<file path="config.mk">
export PLATFORM = sky130hd
export DESIGN_NAME = quadrature_detent_decoder_flat
export DESIGN_NICKNAME = d
export VERILOG_FILES = /design/src/rtl/core/qdd_pkg.sv /design/src/rtl/core/qdd_ifs.sv /design/src/rtl/core/qdd_step_eval.sv /design/src/rtl/core/quadrature_detent_decoder.sv /design/src/flat_wrapper.sv
export SDC_FILE = /design/constraint.sdc
export NUM_CORES = 1
export LEC_CHECK = 0
export ABC_AREA = 1
export ABC_CLOCK_PERIOD_IN_PS = 4000
export BUFFER_PORTS_ARGS = -buffer_cell sky130_fd_sc_hd__buf_2
export CORE_ASPECT_RATIO = 0.75
export CORE_MARGIN = 2
export CORE_UTILIZATION = 40
export DETAILED_ROUTE_END_ITERATION = 6
export HOLD_SLACK_MARGIN = 0.02
export PLACE_DENSITY_LB_ADDON = 0.12
export SETUP_SLACK_MARGIN = 0.5
export SYNTH_ARGS = -nofsm -noshare
export SYNTH_HDL_FRONTEND = slang
export SYNTH_SLANG_ARGS = --single-unit
</file>
<file path="constraint.sdc">
create_clock -name clk -period 4 [get_ports clk]
set_input_delay 0.6 -clock clk [delete_from_list [all_inputs] [get_ports clk]]
set_output_delay 0.6 -clock clk [all_outputs]
set_load 0.05 [all_outputs]
</file>
<file path="src/rtl/core/qdd_pkg.sv">
// Shared types, codes and helper functions for the quadrature detent decoder.
// No dependencies; every other file in rtl/core uses it.
package qdd_pkg;

	localparam int unsigned TIME_W     = 32;
	localparam int unsigned GAP_W      = 24;
	localparam int unsigned CFG_IDX_W  = 8;
	localparam int unsigned CFG_DATA_W = 24;

	// configuration register indexes
	typedef enum logic [CFG_IDX_W-1:0] {
		REG_ENCODER_TYPE       = 8'd0,
		REG_JUMP_CHECK_ENABLE  = 8'd1,
		REG_MIN_STATE_GAP_US   = 8'd2,
		REG_MIN_REVERSE_GAP_US = 8'd3
	} reg_idx_t;

	typedef enum logic [1:0] {
		ENC_ALL_DETENT = 2'd0,
		ENC_DETENT_1_2 = 2'd1,
		ENC_DETENT_0_3 = 2'd2,
		ENC_DETENT_0   = 2'd3
	} enc_type_t;

	typedef enum logic [1:0] {
		DIR_UNKNOWN = 2'd0,
		DIR_UP      = 2'd1,
		DIR_DOWN    = 2'd2
	} dir_t;

	typedef struct packed {
		enc_type_t          encoder_type;
		logic               jump_check_enable;
		logic [GAP_W-1:0]   min_state_gap_us;
		logic [GAP_W-1:0]   min_reverse_gap_us;
	} cfg_t;

	typedef struct packed {
		logic               line_a;
		logic               line_b;
		logic [TIME_W-1:0]  now_us;
	} sample_t;

	typedef struct packed {
		logic [1:0]         current_quad;
		logic [TIME_W-1:0]  last_sample_time;
		dir_t               held_direction;
		logic [TIME_W-1:0]  last_direction_time;
	} state_t;

	typedef struct packed {
		logic step;
		logic direction_up;
	} result_t;

	function automatic logic is_detent(enc_type_t t, logic [1:0] q);
		logic r;
		unique case (t)
			ENC_ALL_DETENT: r = 1'b1;
			ENC_DETENT_1_2: r = (q == 2'd1) || (q == 2'd2);
			ENC_DETENT_0_3: r = (q == 2'd0) || (q == 2'd3);
			ENC_DETENT_0:   r = (q == 2'd0);
			default:        r = 1'b0;
		endcase
		return r;
	endfunction

	// state that precedes q on the up sequence 0->2->3->1->0
	function automatic logic [1:0] up_pred(logic [1:0] q);
		logic [1:0] r;
		unique case (q)
			2'd0:    r = 2'd1;
			2'd1:    r = 2'd3;
			2'd2:    r = 2'd0;
			default: r = 2'd2;
		endcase
		return r;
	endfunction

	// true when 0 < d < gap, d taken over the full timestamp width
	function automatic logic too_soon(logic [TIME_W-1:0] d, logic [GAP_W-1:0] gap);
		return (d != '0) && (d[TIME_W-1:GAP_W] == '0) && (d[GAP_W-1:0] < gap);
	endfunction

endpackage

</file>
<file path="src/rtl/core/qdd_ifs.sv">
// Handshake channels of the quadrature detent decoder: samples, results, config writes.
// Depends on qdd_pkg for widths.
interface qdd_sample_if;
	logic                             valid;
	logic                             ready;
	logic                             line_a;
	logic                             line_b;
	logic [qdd_pkg::TIME_W-1:0]       now_us;

	modport source(output valid, line_a, line_b, now_us, input ready);
	modport sink(input valid, line_a, line_b, now_us, output ready);
endinterface

interface qdd_result_if;
	logic valid;
	logic ready;
	logic step;
	logic direction_up;

	modport source(output valid, step, direction_up, input ready);
	modport sink(input valid, step, direction_up, output ready);
endinterface

interface qdd_cfg_if;
	logic                             valid;
	logic                             ready;
	logic [qdd_pkg::CFG_IDX_W-1:0]    index;
	logic [qdd_pkg::CFG_DATA_W-1:0]   data;

	modport source(output valid, index, data, input ready);
	modport sink(input valid, index, data, output ready);
endinterface

</file>
<file path="src/rtl/core/qdd_step_eval.sv">
// Per-sample decision: filters, detent test and direction hold, as next-state logic.
// Depends on qdd_pkg.
module qdd_step_eval (
	input  qdd_pkg::cfg_t    cfg,
	input  qdd_pkg::state_t  state,
	input  qdd_pkg::sample_t sample,
	output qdd_pkg::state_t  state_next,
	output qdd_pkg::result_t res
);

	logic [1:0]                  nq;
	logic [1:0]                  old_q;
	logic                        jump;
	logic                        take;
	logic                        report;
	logic [qdd_pkg::TIME_W-1:0]  d_sample;
	logic [qdd_pkg::TIME_W-1:0]  d_dir;
	qdd_pkg::dir_t               dir_new;
	qdd_pkg::dir_t               dir_out;

	always_comb begin
		nq       = {sample.line_b, sample.line_a};
		old_q    = state.current_quad;
		jump     = cfg.jump_check_enable && (cfg.encoder_type == qdd_pkg::ENC_DETENT_0_3)
			&& ((old_q ^ nq) == 2'b11);
		d_sample = sample.now_us - state.last_sample_time;
		take     = !jump && !qdd_pkg::too_soon(d_sample, cfg.min_state_gap_us);
		report   = take && (old_q != nq) && qdd_pkg::is_detent(cfg.encoder_type, nq);
		dir_new  = (qdd_pkg::up_pred(nq) == old_q) ? qdd_pkg::DIR_UP : qdd_pkg::DIR_DOWN;
		d_dir    = sample.now_us - state.last_direction_time;

		state_next = state;
		dir_out    = dir_new;
		if (take) begin
			state_next.current_quad     = nq;
			state_next.last_sample_time = sample.now_us;
		end
		if (report) begin
			// a reversal too close to the last step keeps the held direction
			if (dir_new != state.held_direction) begin
				if (qdd_pkg::too_soon(d_dir, cfg.min_reverse_gap_us)) begin
					dir_out = state.held_direction;
				end else begin
					state_next.held_direction = dir_new;
				end
			end
			state_next.last_direction_time = sample.now_us;
		end

		res.step         = report;
		res.direction_up = report && (dir_out == qdd_pkg::DIR_UP);
	end

endmodule

</file>
<file path="src/rtl/core/quadrature_detent_decoder.sv">
// Quadrature detent decoder top level: input register, decision logic, result register.
// A result enters the result register when its sample leaves the input register.
// Throughput: one sample per cycle unless stalled; input register frees as result moves.
// Reset (arst_n low, async): config registers, decoder state and valid flags clear to zero.
// Depends on qdd_pkg, qdd_ifs and qdd_step_eval.
module quadrature_detent_decoder (
	input  logic      clk,
	input  logic      arst_n,
	qdd_sample_if.sink   sample,
	qdd_result_if.source result,
	qdd_cfg_if.sink      cfg
);

	qdd_pkg::cfg_t     cfg_q;
	qdd_pkg::state_t   state_q;
	qdd_pkg::state_t   state_next;
	qdd_pkg::sample_t  sample_s1;
	logic              valid_s1;
	qdd_pkg::result_t  res_next;
	qdd_pkg::result_t  res_q;
	logic              out_valid_q;
	logic              advance;
	qdd_pkg::reg_idx_t cfg_idx;

	assign cfg.ready = 1'b1;
	assign cfg_idx   = qdd_pkg::reg_idx_t'(cfg.index);

	always_ff @(posedge clk or negedge arst_n) begin
		if (!arst_n) begin
			cfg_q <= '0;
		end else if (cfg.valid) begin
			unique case (cfg_idx)
				qdd_pkg::REG_ENCODER_TYPE: begin
					cfg_q.encoder_type <= qdd_pkg::enc_type_t'(cfg.data[1:0]);
				end
				qdd_pkg::REG_JUMP_CHECK_ENABLE: begin
					cfg_q.jump_check_enable <= cfg.data[0];
				end
				qdd_pkg::REG_MIN_STATE_GAP_US: begin
					cfg_q.min_state_gap_us <= cfg.data[qdd_pkg::GAP_W-1:0];
				end
				qdd_pkg::REG_MIN_REVERSE_GAP_US: begin
					cfg_q.min_reverse_gap_us <= cfg.data[qdd_pkg::GAP_W-1:0];
				end
				default: begin
				end
			endcase
		end
	end

	assign advance      = valid_s1 && (!out_valid_q || result.ready);
	assign sample.ready = !valid_s1 || advance;

	always_ff @(posedge clk or negedge arst_n) begin
		if (!arst_n) begin
			valid_s1 <= 1'b0;
		end else if (sample.ready) begin
			valid_s1 <= sample.valid;
		end
	end

	always_ff @(posedge clk) begin
		if (sample.valid && sample.ready) begin
			sample_s1.line_a <= sample.line_a;
			sample_s1.line_b <= sample.line_b;
			sample_s1.now_us <= sample.now_us;
		end
	end

	qdd_step_eval u_eval (
		.cfg        (cfg_q),
		.state      (state_q),
		.sample     (sample_s1),
		.state_next (state_next),
		.res        (res_next)
	);

	// state moves together with the sample leaving stage 1
	always_ff @(posedge clk or negedge arst_n) begin
		if (!arst_n) begin
			state_q <= '0;
		end else if (advance) begin
			state_q <= state_next;
		end
	end

	always_ff @(posedge clk or negedge arst_n) begin
		if (!arst_n) begin
			out_valid_q <= 1'b0;
		end else if (advance) begin
			out_valid_q <= 1'b1;
		end else if (result.ready) begin
			out_valid_q <= 1'b0;
		end
	end

	always_ff @(posedge clk) begin
		if (advance) begin
			res_q <= res_next;
		end
	end

	assign result.valid        = out_valid_q;
	assign result.step         = res_q.step;
	assign result.direction_up = res_q.direction_up;

endmodule
</file>
<file path="src/flat_wrapper.sv">
// flat-port wrapper written by rule: the top's interface ports become plain ports
module quadrature_detent_decoder_flat 
  (clk, arst_n, sample_valid, sample_line_a, sample_line_b, sample_now_us, sample_ready, result_valid, result_step, result_direction_up, result_ready, cfg_valid, cfg_index, cfg_data, cfg_ready);
  qdd_sample_if sample_i ();
  qdd_result_if result_i ();
  qdd_cfg_if cfg_i ();
  input  logic clk;
  input  logic arst_n;
  input wire logic [$bits(sample_i.valid)-1:0] sample_valid;
  input wire logic [$bits(sample_i.line_a)-1:0] sample_line_a;
  input wire logic [$bits(sample_i.line_b)-1:0] sample_line_b;
  input wire logic [$bits(sample_i.now_us)-1:0] sample_now_us;
  output wire logic [$bits(sample_i.ready)-1:0] sample_ready;
  output wire logic [$bits(result_i.valid)-1:0] result_valid;
  output wire logic [$bits(result_i.step)-1:0] result_step;
  output wire logic [$bits(result_i.direction_up)-1:0] result_direction_up;
  input wire logic [$bits(result_i.ready)-1:0] result_ready;
  input wire logic [$bits(cfg_i.valid)-1:0] cfg_valid;
  input wire logic [$bits(cfg_i.index)-1:0] cfg_index;
  input wire logic [$bits(cfg_i.data)-1:0] cfg_data;
  output wire logic [$bits(cfg_i.ready)-1:0] cfg_ready;
  assign sample_i.valid = sample_valid;
  assign sample_i.line_a = sample_line_a;
  assign sample_i.line_b = sample_line_b;
  assign sample_i.now_us = sample_now_us;
  assign sample_ready = sample_i.ready;
  assign result_valid = result_i.valid;
  assign result_step = result_i.step;
  assign result_direction_up = result_i.direction_up;
  assign result_i.ready = result_ready;
  assign cfg_i.valid = cfg_valid;
  assign cfg_i.index = cfg_index;
  assign cfg_i.data = cfg_data;
  assign cfg_ready = cfg_i.ready;
  quadrature_detent_decoder u_core (.clk(clk), .arst_n(arst_n), .sample(sample_i), .result(result_i), .cfg(cfg_i));
endmodule
</file>
== After elaboration in Yosys (flattened, before gate mapping) ==
Cells that the tools add are included.
Word-level totals
  bits in registers: 157
  latch bits: 0
  bits in writable memories: 0
  ROM bits: 0
  input port bits: 71
  output and inout bits: 5
  word-level logic and storage cells: 77
  memories kept: 0
Operators by class
  add/sub/neg operators: 2
  multipliers: 0
  divide/modulo/power cells: 0
  $lt $le $gt $ge: 2
  equality and inequality tests: 14
  shifts and indexed selects: 0
  multiplexer cells: 8
  bitwise operators: 1
  reductions and logical operators: 35
Operators by type and width (count)
  $reduce_bool 32->1: 2
  $sub 32x32->32: 2
  $lt 24x24->1: 2
  $logic_not 8->1: 3
  $eq 8x2->1 const B: 2
  $logic_and 1x1->1: 12
  $reduce_and 2->1: 6
  $eq 2x2->1 const B: 5
  $eq 8x1->1 const B: 1
  $mux 2: 4
  $eq 2x1->1 const B: 3
  $pmux 2 s3: 1
  $logic_not 1->1: 4
  $logic_not 2->1: 2
  $logic_or 1x1->1: 4
  $ne 2x2->1: 2
  $pmux 1 s4: 1
  $reduce_and 3->1: 1
  $eq 2x2->1: 1
  $mux 1: 2
  $reduce_bool 2->1: 1
  $xor 2x2->2: 1

== Logic depth before layout (Yosys ltp) ==
Gate-level depths: netlist (run 1).
  depth after elaboration: 11
  depth in mapped cells: 30
  mapped depth without buffers: 29

== Modules after synthesis ==
A second synthesis (run 1) with hierarchy kept.
Unflattened totals
  cells, all modules: 2133
  area total of the unflattened synthesis: 13733.2 sq um
By module, submodules not included
  qdd_step_eval: times used 1, cells each 1554, area an instance 7858.8 sq um, seq. area each 0.0 sq um
  quadrature_detent_decoder: times used 1, cells each 579, area an instance 5874.4 sq um, seq. area each 4108.9 sq um

== Worst setup path before layout (run 1) ==
OpenSTA, ideal clock, no wires.
  path type: register to register
  from: reg u_core.sample_s1[0] in the netlist's numbering
  to: reg u_core.state_q[61] in the netlist's numbering
  library setup time: 0.076 ns
  arrival: 3.141 ns
  required time: 3.924 ns
  path slack: 0.783 ns
  stages on the path, launching flop included: 28
  buffers on the path: 2
  period minus slack after synthesis: 3.217 ns
  path through: edfxtp_1 -> inv_1 -> ha_1 -> fa_1 -> inv_1 -> nand3_1 -> nand3_1 -> nand2_1 -> nand2_1 -> xor2_1 -> inv_1 -> ha_1 -> nand2_1 -> inv_1 -> o21ai_0 -> a21oi_1 -> nor2_1 -> nand3_1 -> nor2_1 -> nand2_1 -> nor2_2 -> nand3_2 -> and2_4 -> nand2_4 -> buf_8 -> buf_12 -> nand2_2 -> o21ai_1
On the way
  word-level cells in the longest chain between the ends: 7
  elaborated cells between the ends (all ways): 9
  those cells by class: add/sub (1); order compare (1); reduce/logical (7)
Ends and longest elaborated chain
  start, declared: RTL line quadrature_detent_decoder.sv:17  | qdd_pkg::sample_t sample_s1;
  $sub 32x32->32 *: RTL line qdd_step_eval.sv:26  | d_sample = sample.now_us - state.last_sample_time;
  parallel branches: the longest is 2 deep, another holds $lt 24x24->1
  $logic_and 1x1->1 *: RTL line qdd_pkg.sv:82  | return (d != '0) && (d[TIME_W-1:GAP_W] == '0) && (d[GAP_W-1:0] < gap);
  $logic_not 1->1 *: RTL line qdd_step_eval.sv:27  | take = !jump && !qdd_pkg::too_soon(d_sample, cfg.min_state_gap_us);
  $logic_and 1x1->1 *: RTL line qdd_step_eval.sv:27
  $reduce_and 2->1 (no line) *
  end signal, assigned: RTL line quadrature_detent_decoder.sv:83  | state_q <= state_next;
  end, declared: RTL line quadrature_detent_decoder.sv:15  | qdd_pkg::state_t state_q;
Mark *: on every way between the ends.
A chain may end at the register's enable or synchronous reset.

== Worst setup path in the final report (run 1) ==
  from: reg u_core.sample_s1[1] in the netlist's numbering
  to: reg u_core.state_q[10] in the netlist's numbering
On the way
  word-level cells in the longest chain between the ends: 9
  elaborated cells between the ends (all ways): 11
  those cells by class: add/sub (1); order compare (1); reduce/logical (9)
Ends and longest elaborated chain
  $sub 32x32->32 *: RTL line qdd_step_eval.sv:26
  parallel branches: the longest is 2 deep, another holds $lt 24x24->1
  $logic_and 1x1->1 *: RTL line qdd_pkg.sv:82
  $logic_not 1->1 *: RTL line qdd_step_eval.sv:27
  $logic_and 1x1->1 *: RTL line qdd_step_eval.sv:27
  $logic_and 1x1->1 * (2 in a row): RTL line qdd_step_eval.sv:28  | report = take && (old_q != nq) && qdd_pkg::is_detent(cfg.encoder_type, nq);
  $reduce_and 2->1 (no line) *
Marked as above.

==> impl_metrics.csv, run 1 <==
group,metric,value,unit
final_layout,nets,2335,
final_layout,drive_above_1_share,0.259,
placed_design,routabilityCongestion,0.988,
critical_path,cp_data_arrival_time,3990,ps
critical_path,critical_path.endpoint_type,"flop",
floorplan,fp.dieW,210,um
min_path,hp-class,"in -> async",
drt,firstDrtPassIters,5,
final_layout,area_delta_synth_final,33.2,%
synthesis,synthCells,1959,
sta,fmax,273,MHz
run,max-cap-violations,0,
floorplan,initial_core_util,0.407,
clock_tree,clock_latency,450,ps
placed_design,port_buffers,74,
sta,period_share,0.917,
drt,drt-initial-drc-count,1117,
global_route,grt_pass1_vias,11600,
drt,via_per_inst,5.07,
clock_tree,h-tree-depth,4,
synthesis,synthesis.area,12800,um^2
final_layout,seq_area,4110,um^2
clock_tree,clock-sinks,157,
pwr,max-vdd-ir-drop,0.334,mV
synthesis,ys_ff_latch,157,
pwr,p_per_area,730,nW/um^2
drt,ant_nets,0,
placed_design,dpl.hpwl,33700,um
drt,routed-via-count,13000,
floorplan,std_cell_rows,56,
clock_tree,cts_root_buf,"clkbuf_16",
sta,fin_skew,20.0,ps
final_layout,fillers,2958,
synthesis,syn-num-nets,2143,
global_route,grt_max_degree,67,
floorplan,die_y,159,um
pwr,leakage,8.78,nW
floorplan,ios,76,
final_layout,multi_input_area,8490,um^2
clock_tree,cts_made_buffers,17,
global_route,antenna_found_initial,0,
critical_path,r2r-start,"u_core.sample_s1[1]",
drt,wl_per_cell,17.3,um
sta,hold_viol,0,
run_status,outcome,"finished clean",
final_layout,utilization,0.543,
global_route,overflow,0,
sta,period_needed,3670,ps
critical_path,crit_fanout,17,
sta,setup_violations,0,
clock_tree,clockBufferDepth,2,
sta,max_slew_margin,0.492,
floorplan,dieArea,33400,um^2
drt,drc_errors,0,
synthesis,synth_cell_types,50,
synthesis,ys_seq_area_frac,0.322,
critical_path,criticalPathCategory,"reg -> reg",
global_route,gr-usage-all-layers,0.257,
critical_path,timing.rr.end,"u_core.state_q[10]",
clock_tree,ctsHoldBuffers,0,
placed_design,dp_slack,-192,ps
synthesis,avgSynthCellArea,6.51,um^2
sta,rsz0062_at_grt,"yes",
floorplan,core_area,31300,um^2
synthesis,yosysWarnings,0,
synthesis,synthArstFlopShare,0.771,
sta,drv_slew,0,
sta,worst_slew_pin_slew,761,ps
critical_path,reg2reg_slack,330,ps
synthesis,ys.flop_type,"dfrtp_1",
critical_path,cp-start-kind,"flop",
global_route,grt_pass1_wl,64600,um
critical_path,worst-r2r-cell-count,23,
sta,finalWorstSetupSlack,331,ps
critical_path,required,4320,ps
clock_tree,clk_pin_slew,70,ps
synthesis,synth_edf_count,36,
clock_tree,cts_tree,"yes",
drt,wl,44500,um
how the worst max path moves through the flow:
stage                                    from                    endpoint  slack (ps)  cells past startpoint
after floorplan           u_core.sample_s1[0]          u_core.state_q[61]         780                     27
after global placement    u_core.sample_s1[1]  u_core.result.direction_up        -200                     25
after detailed placement  u_core.sample_s1[1]  u_core.result.direction_up        -190                     25
after CTS                 u_core.sample_s1[2]  u_core.result.direction_up         450                     25
after global routing      u_core.sample_s1[0]          u_core.state_q[53]         210                     27
final                     u_core.sample_s1[1]          u_core.state_q[10]         330                     23
repair_timing:
item | in CTS | in global routing
buffers inserted | 64 | 40
gates resized for setup | 182 | 231
endpoints found under the setup margin | 70 | 70
cloned | 3 | 6
pin swaps | 37 | 106
cells in the final DEF (no fill, tap or decap), types with 35 or more instances in the layout:
cell type	instances
nor2_1	95
edfxtp_1	36
nand3_1	79
nand2_1	541
dfrtp_1	121
buf_2	73
a21oi_1	48
inv_1	421
buf_4	96
o21ai_1	35
o21ai_0	89
ha_4	57
ha_1	50
nand2_2	105
stage by stage:
| stage | std cells | hold WS [ps] | TNS [ps] | instance area [um^2] | power [mW] |
|---|---|---|---|---|---|
| 3_3_place_gp | 2425 | 467 | -525 | 13600 | 8.12 |
| 5_1_grt | 2570 | 75.5 | 0 | 17000 | 13.4 |
| 3_5_place_dp | 2425 | 473 | -488 | 13600 | 8.19 |
| 6_report | 2571 | 51.5 | 0 | 17000 | 12.4 |
| 4_1_cts | 2524 | 55.2 | 0 | 15700 | 11.0 |
| 2_1_floorplan | 1959 | 304 | 0 | 12800 | 6.50 |
kinds of logic after synthesis:
kind of cell / count (synthesis) / share of synthesized area
AO/OA/AOI/OAI: 218 / 0.0916
XOR/XNOR: 15 / 0.0109
AND/OR/NAND/NOR: 976 / 0.317
adder cells (fa/ha/maj): 113 / 0.112
buffers and inverters: 479 / 0.146
flip-flops: 157 / 0.322
other: 1 / 0.000294
area by class of cell:
type                            count  area share
Timing Repair Buffer              199      0.0935
Antenna cell                        1    0.000147
Multi-Input combinational cell   1323       0.499
Clock inverter                     11     0.00765
Inverter                          453       0.100
Clock buffer                       21      0.0277
Tap cell                          406      0.0299
Sequential cell                   157       0.242
layer usage:
metal  part of all wire  track usage  vias up
met4             0.0091       0.0375        0
met5                  0            0        -
met3              0.078       0.0584       33
met2               0.43        0.388      389
met1               0.48        0.381     6198
li1                   -            -     6419
registers in the layout (all words and copies together), names as in the netlist, named ones only:
| signal | cells |
|---|---|
| u_core.result.step | 1 |
| u_core.cfg_q | 51 |
| u_core.sample_s1 | 34 |
| u_core.result.valid | 1 |
| u_core.valid_s1 | 1 |
| u_core.state_q | 67 |
| u_core.result.direction_up | 1 |
critical path: stages (launching register included):
cell and delay, ps:
edfxtp_1 430, buf_4 190, ha_1 310, nand3_1 110
nand2_2 100, nand2_1 80, nand2_2 90, buf_4 170
xnor2_2 170, inv_1 60, ha_1 290, nand2_1 70
inv_1 50, nand4_1 100, o211ai_1 120, nand4_1 130
nand2_1 110, nand2_1 70, nand3_2 90, buf_4 130
nand4_4 230, clkbuf_16 300, nand2_1 60, o21ai_0 80
power by group:
group / total, mW / switching [mW] / internal [mW]
Sequential: 2.23 / 0.249 / 1.98
Combinational: 8.48 / 5.10 / 3.38
Clock: 1.71 / 0.728 / 0.979
Yosys cell counts (2+ instances only):
cell type	instances	area (um^2)
a21o_1	4	30.0
a21oi_1	65	325
a31oi_1	2	12.5
and2_1	4	25.0
buf_2	5	25.0
buf_4	4	30.0
buf_6	2	22.5
clkbuf_1	13	48.8
clkinv_1	2	7.51
dfrtp_1	121	3030
edfxtp_1	36	1080
fa_1	2	40.0
ha_1	111	1390
inv_1	450	1690
nand2_1	660	2480
nand2_2	17	106
nand3_1	95	475
nand3b_1	9	67.6
nand4_1	33	206
nor2_1	127	477
nor2_2	6	37.5
nor3_1	9	45.0
nor4_1	4	25.0
o21a_1	2	15.0
o21ai_0	101	505
o21ai_1	26	130
o21ai_2	8	70.1
o21bai_1	5	37.5
or2_2	3	18.8
xnor2_1	9	78.8
xor2_1	5	43.8
Power figures use the tool's default switching activity.
==> run 2: changes to the inputs <==
--- a/config.mk
+++ b/config.mk
@@ -14,6 +14,7 @@
 export DETAILED_ROUTE_END_ITERATION = 6
 export HOLD_SLACK_MARGIN = 0.02
 export PLACE_DENSITY_LB_ADDON = 0.12
+export RECOVER_POWER = 25
 export SETUP_SLACK_MARGIN = 0.5
 export SYNTH_ARGS = -nofsm -noshare
 export SYNTH_HDL_FRONTEND = slang
==> run 2 against run 1 <==
Against the previous run:
- the flow now finishes with violations (capacitance limit, slew limit)
- sequential cell count is the same
- worst hold slack improved by 270 ps
- setup slack better by 29 ps
- wire length about the same
- critical path depth grew 1
- sequential share of layout area about the same
- core utilization fell by 0.10 points
- first-iteration DRC count increased by 0.98%
- design area is 0.18% lower
- combinational power about the same
- cell count did not move
- largest power group unchanged
==> impl_metrics.csv, run 2 (synthesis results as in run 1) <==
group,metric,value,unit
global_route,overflow,0,
clock_tree,clock_latency,450,ps
final_layout,drive_above_1_share,0.254,
drt,routed-via-count,13000,
drt,wl,44500,um
drt,via_per_inst,5.06,
critical_path,cpPeakStageDelay,420,ps
floorplan,fp.dieW,210,um
run,max-cap-violations,1,
placed_design,dpl.cell_count,2425,
clock_tree,cts_made_buffers,17,
clock_tree,cts_root_buf,"clkbuf_16",
pwr,leakage,8.74,nW
floorplan,die_y,159,um
clock_tree,h-tree-depth,4,
final_layout,top_register,"u_core.state_q",
final_layout,fillers,2959,
sta,setup_violations,0,
floorplan,ios,76,
drt,ant_nets,0,
floorplan,initial_core_util,0.407,
placed_design,dpl.hpwl,33700,um
clock_tree,clock-sinks,157,
final_layout,largest_reg_flops,67,
floorplan,dieArea,33400,um^2
critical_path,crit_family,"simple AND/OR/NAND/NOR gates",
final_layout,fin_cells,2571,
sta,fin_skew,20.1,ps
critical_path,cp-start-kind,"flop",
sta,worst_slew_pin_slew,1510,ps
critical_path,cp_data_arrival_time,3960,ps
critical_path,critical_path.endpoint_type,"flop",
global_route,antenna_found_initial,0,
final_layout,final_cell_mix,"541 x nand2_1, 421 x inv_1, 121 x dfrtp_1",
critical_path,crit_fanout,17,
final_layout,nets,2335,
sta,period_needed,3640,ps
sta,rsz0062_at_grt,"yes",
clock_tree,clk_pin_slew,70,ps
sta,fmax,275,MHz
pwr,p_per_area,732,nW/um^2
global_route,grt_pass1_vias,11600,
sta,period_share,0.910,
global_route,gr-usage-all-layers,0.257,
critical_path,criticalPathCategory,"reg -> reg",
run_status,outcome,"finished, violations left",
final_layout,area_delta_synth_final,33.0,%
critical_path,path_buf_inv,5,
sta,drv_slew,58,
global_route,grt_max_degree,67,
critical_path,slowest_stage,"edfxtp_1",
floorplan,core_area,31300,um^2
placed_design,port_buffers,74,
final_layout,reg.largest.list,"u_core.state_q (67), u_core.cfg_q (51), u_core.sample_s1 (34)",
clock_tree,clockBufferDepth,2,
min_path,hp-class,"in -> reg",
critical_path,path_common_cell,"nand2_2",
drt,drt-initial-drc-count,1128,
critical_path,cp_cell_sequence,"buf_6, ha_4, nand2_8, nor4_4, nand2_2, nand2_2, xor2_2, inv_2, ha_4, nand2_2, inv_2, o21ai_1, a21oi_1, nor2_1, nand3_1, nor2_1, nand2_1, nor2_2, nand3_2, buf_4, nand4_4, clkbuf_16, nand2_1, o21ai_0",
clock_tree,cts_tree,"yes",
final_layout,layout_commonest_cell,"nand2_1",
drt,wl_per_cell,17.3,um
final_layout,multi_input_area,8490,um^2
critical_path,required,4320,ps
pwr,max-vdd-ir-drop,0.335,mV
final_layout,utilization,0.542,
run_status,violations,"capacitance limit, slew limit",
floorplan,std_cell_rows,56,
sta,hold_viol,0,
final_layout,seq_area,4110,um^2
global_route,grt_pass1_wl,64600,um
sta,max_slew_margin,-0.00511,
placed_design,routabilityCongestion,0.988,
drt,firstDrtPassIters,5,
drt,drc_errors,0,
run 2: cell count changes in the layout (fill, tap and decap cells not counted):
cell	previous run	this run
clkbuf_2	0	1
buf_4	96	95
buf_12	7	6
buf_2	73	63
clkbuf_1	1	12
run 2: layout make-up:
| cell class | instances | area share |
|---|---|---|
| antenna | 1 | 0.000147 |
| clock buffer | 21 | 0.0277 |
| clock inverter | 11 | 0.00767 |
| inverter | 453 | 0.100 |
| multi-input combinational | 1323 | 0.500 |
| sequential | 157 | 0.242 |
| tap | 406 | 0.0299 |
| timing repair buffer | 199 | 0.0918 |
run 2: stage by stage:
| step | hold WS (ps) | setup WS, ps | power, mW | setup TNS, ps | area (um^2) |
|---|---|---|---|---|---|
| after floorplan | 304 | 783 | 6.50 | 0 | 12800 |
| after global placement | 467 | -201 | 8.12 | -525 | 13600 |
| after detailed placement | 473 | -192 | 8.19 | -488 | 13600 |
| after CTS | 55.2 | 446 | 11.0 | 0 | 15700 |
| after global routing | 318 | 207 | 13.4 | 0 | 17000 |
| final | 326 | 360 | 12.4 | 0 | 17000 |
run 2: timing repair:
item / CTS / global route
cloned: 3 / 6
setup endpoints to repair: 70 / 70
gates resized for setup: 182 / 231
pin swaps: 37 / 106
buffers inserted: 64 / 40
hold buffers: 0 / 0
run 2: where the power goes:
group / leakage [nW] / switching (mW) / internal, mW
Sequential: 1.91 / 0.250 / 1.98
Clock: 0.297 / 0.728 / 0.979
Combinational: 6.54 / 5.10 / 3.37
run 2: path summary, 6_finish.rpt:
| kind | cells past startpoint | slack, ps | end | start |
|---|---|---|---|---|
| worst max-delay path | 24 | 360 | u_core.state_q[10] | u_core.sample_s1[12] |
| worst min-delay path | 1 | 330 | u_core.sample_s1[11] | sample_now_us[11] |
| worst max register to register | 24 | 360 | u_core.state_q[10] | u_core.sample_s1[12] |
| worst min register to register | 2 | 480 | flop | flop |
| max in group asynchronous | 2 | 1450 | u_core.cfg_q[12] | arst_n |
| min in group asynchronous | 1 | 420 | u_core.cfg_q[35] | arst_n |
run 2: metal layers:
metal | routed length, um | vias up | global-route usage
li1 | - | 6417 | -
met1 | 21400 | 6200 | 0.381
met2 | 19300 | 361 | 0.388
met3 | 3410 | 26 | 0.0584
met4 | 355 | 0 | 0.0375
met5 | 0 | - | 0
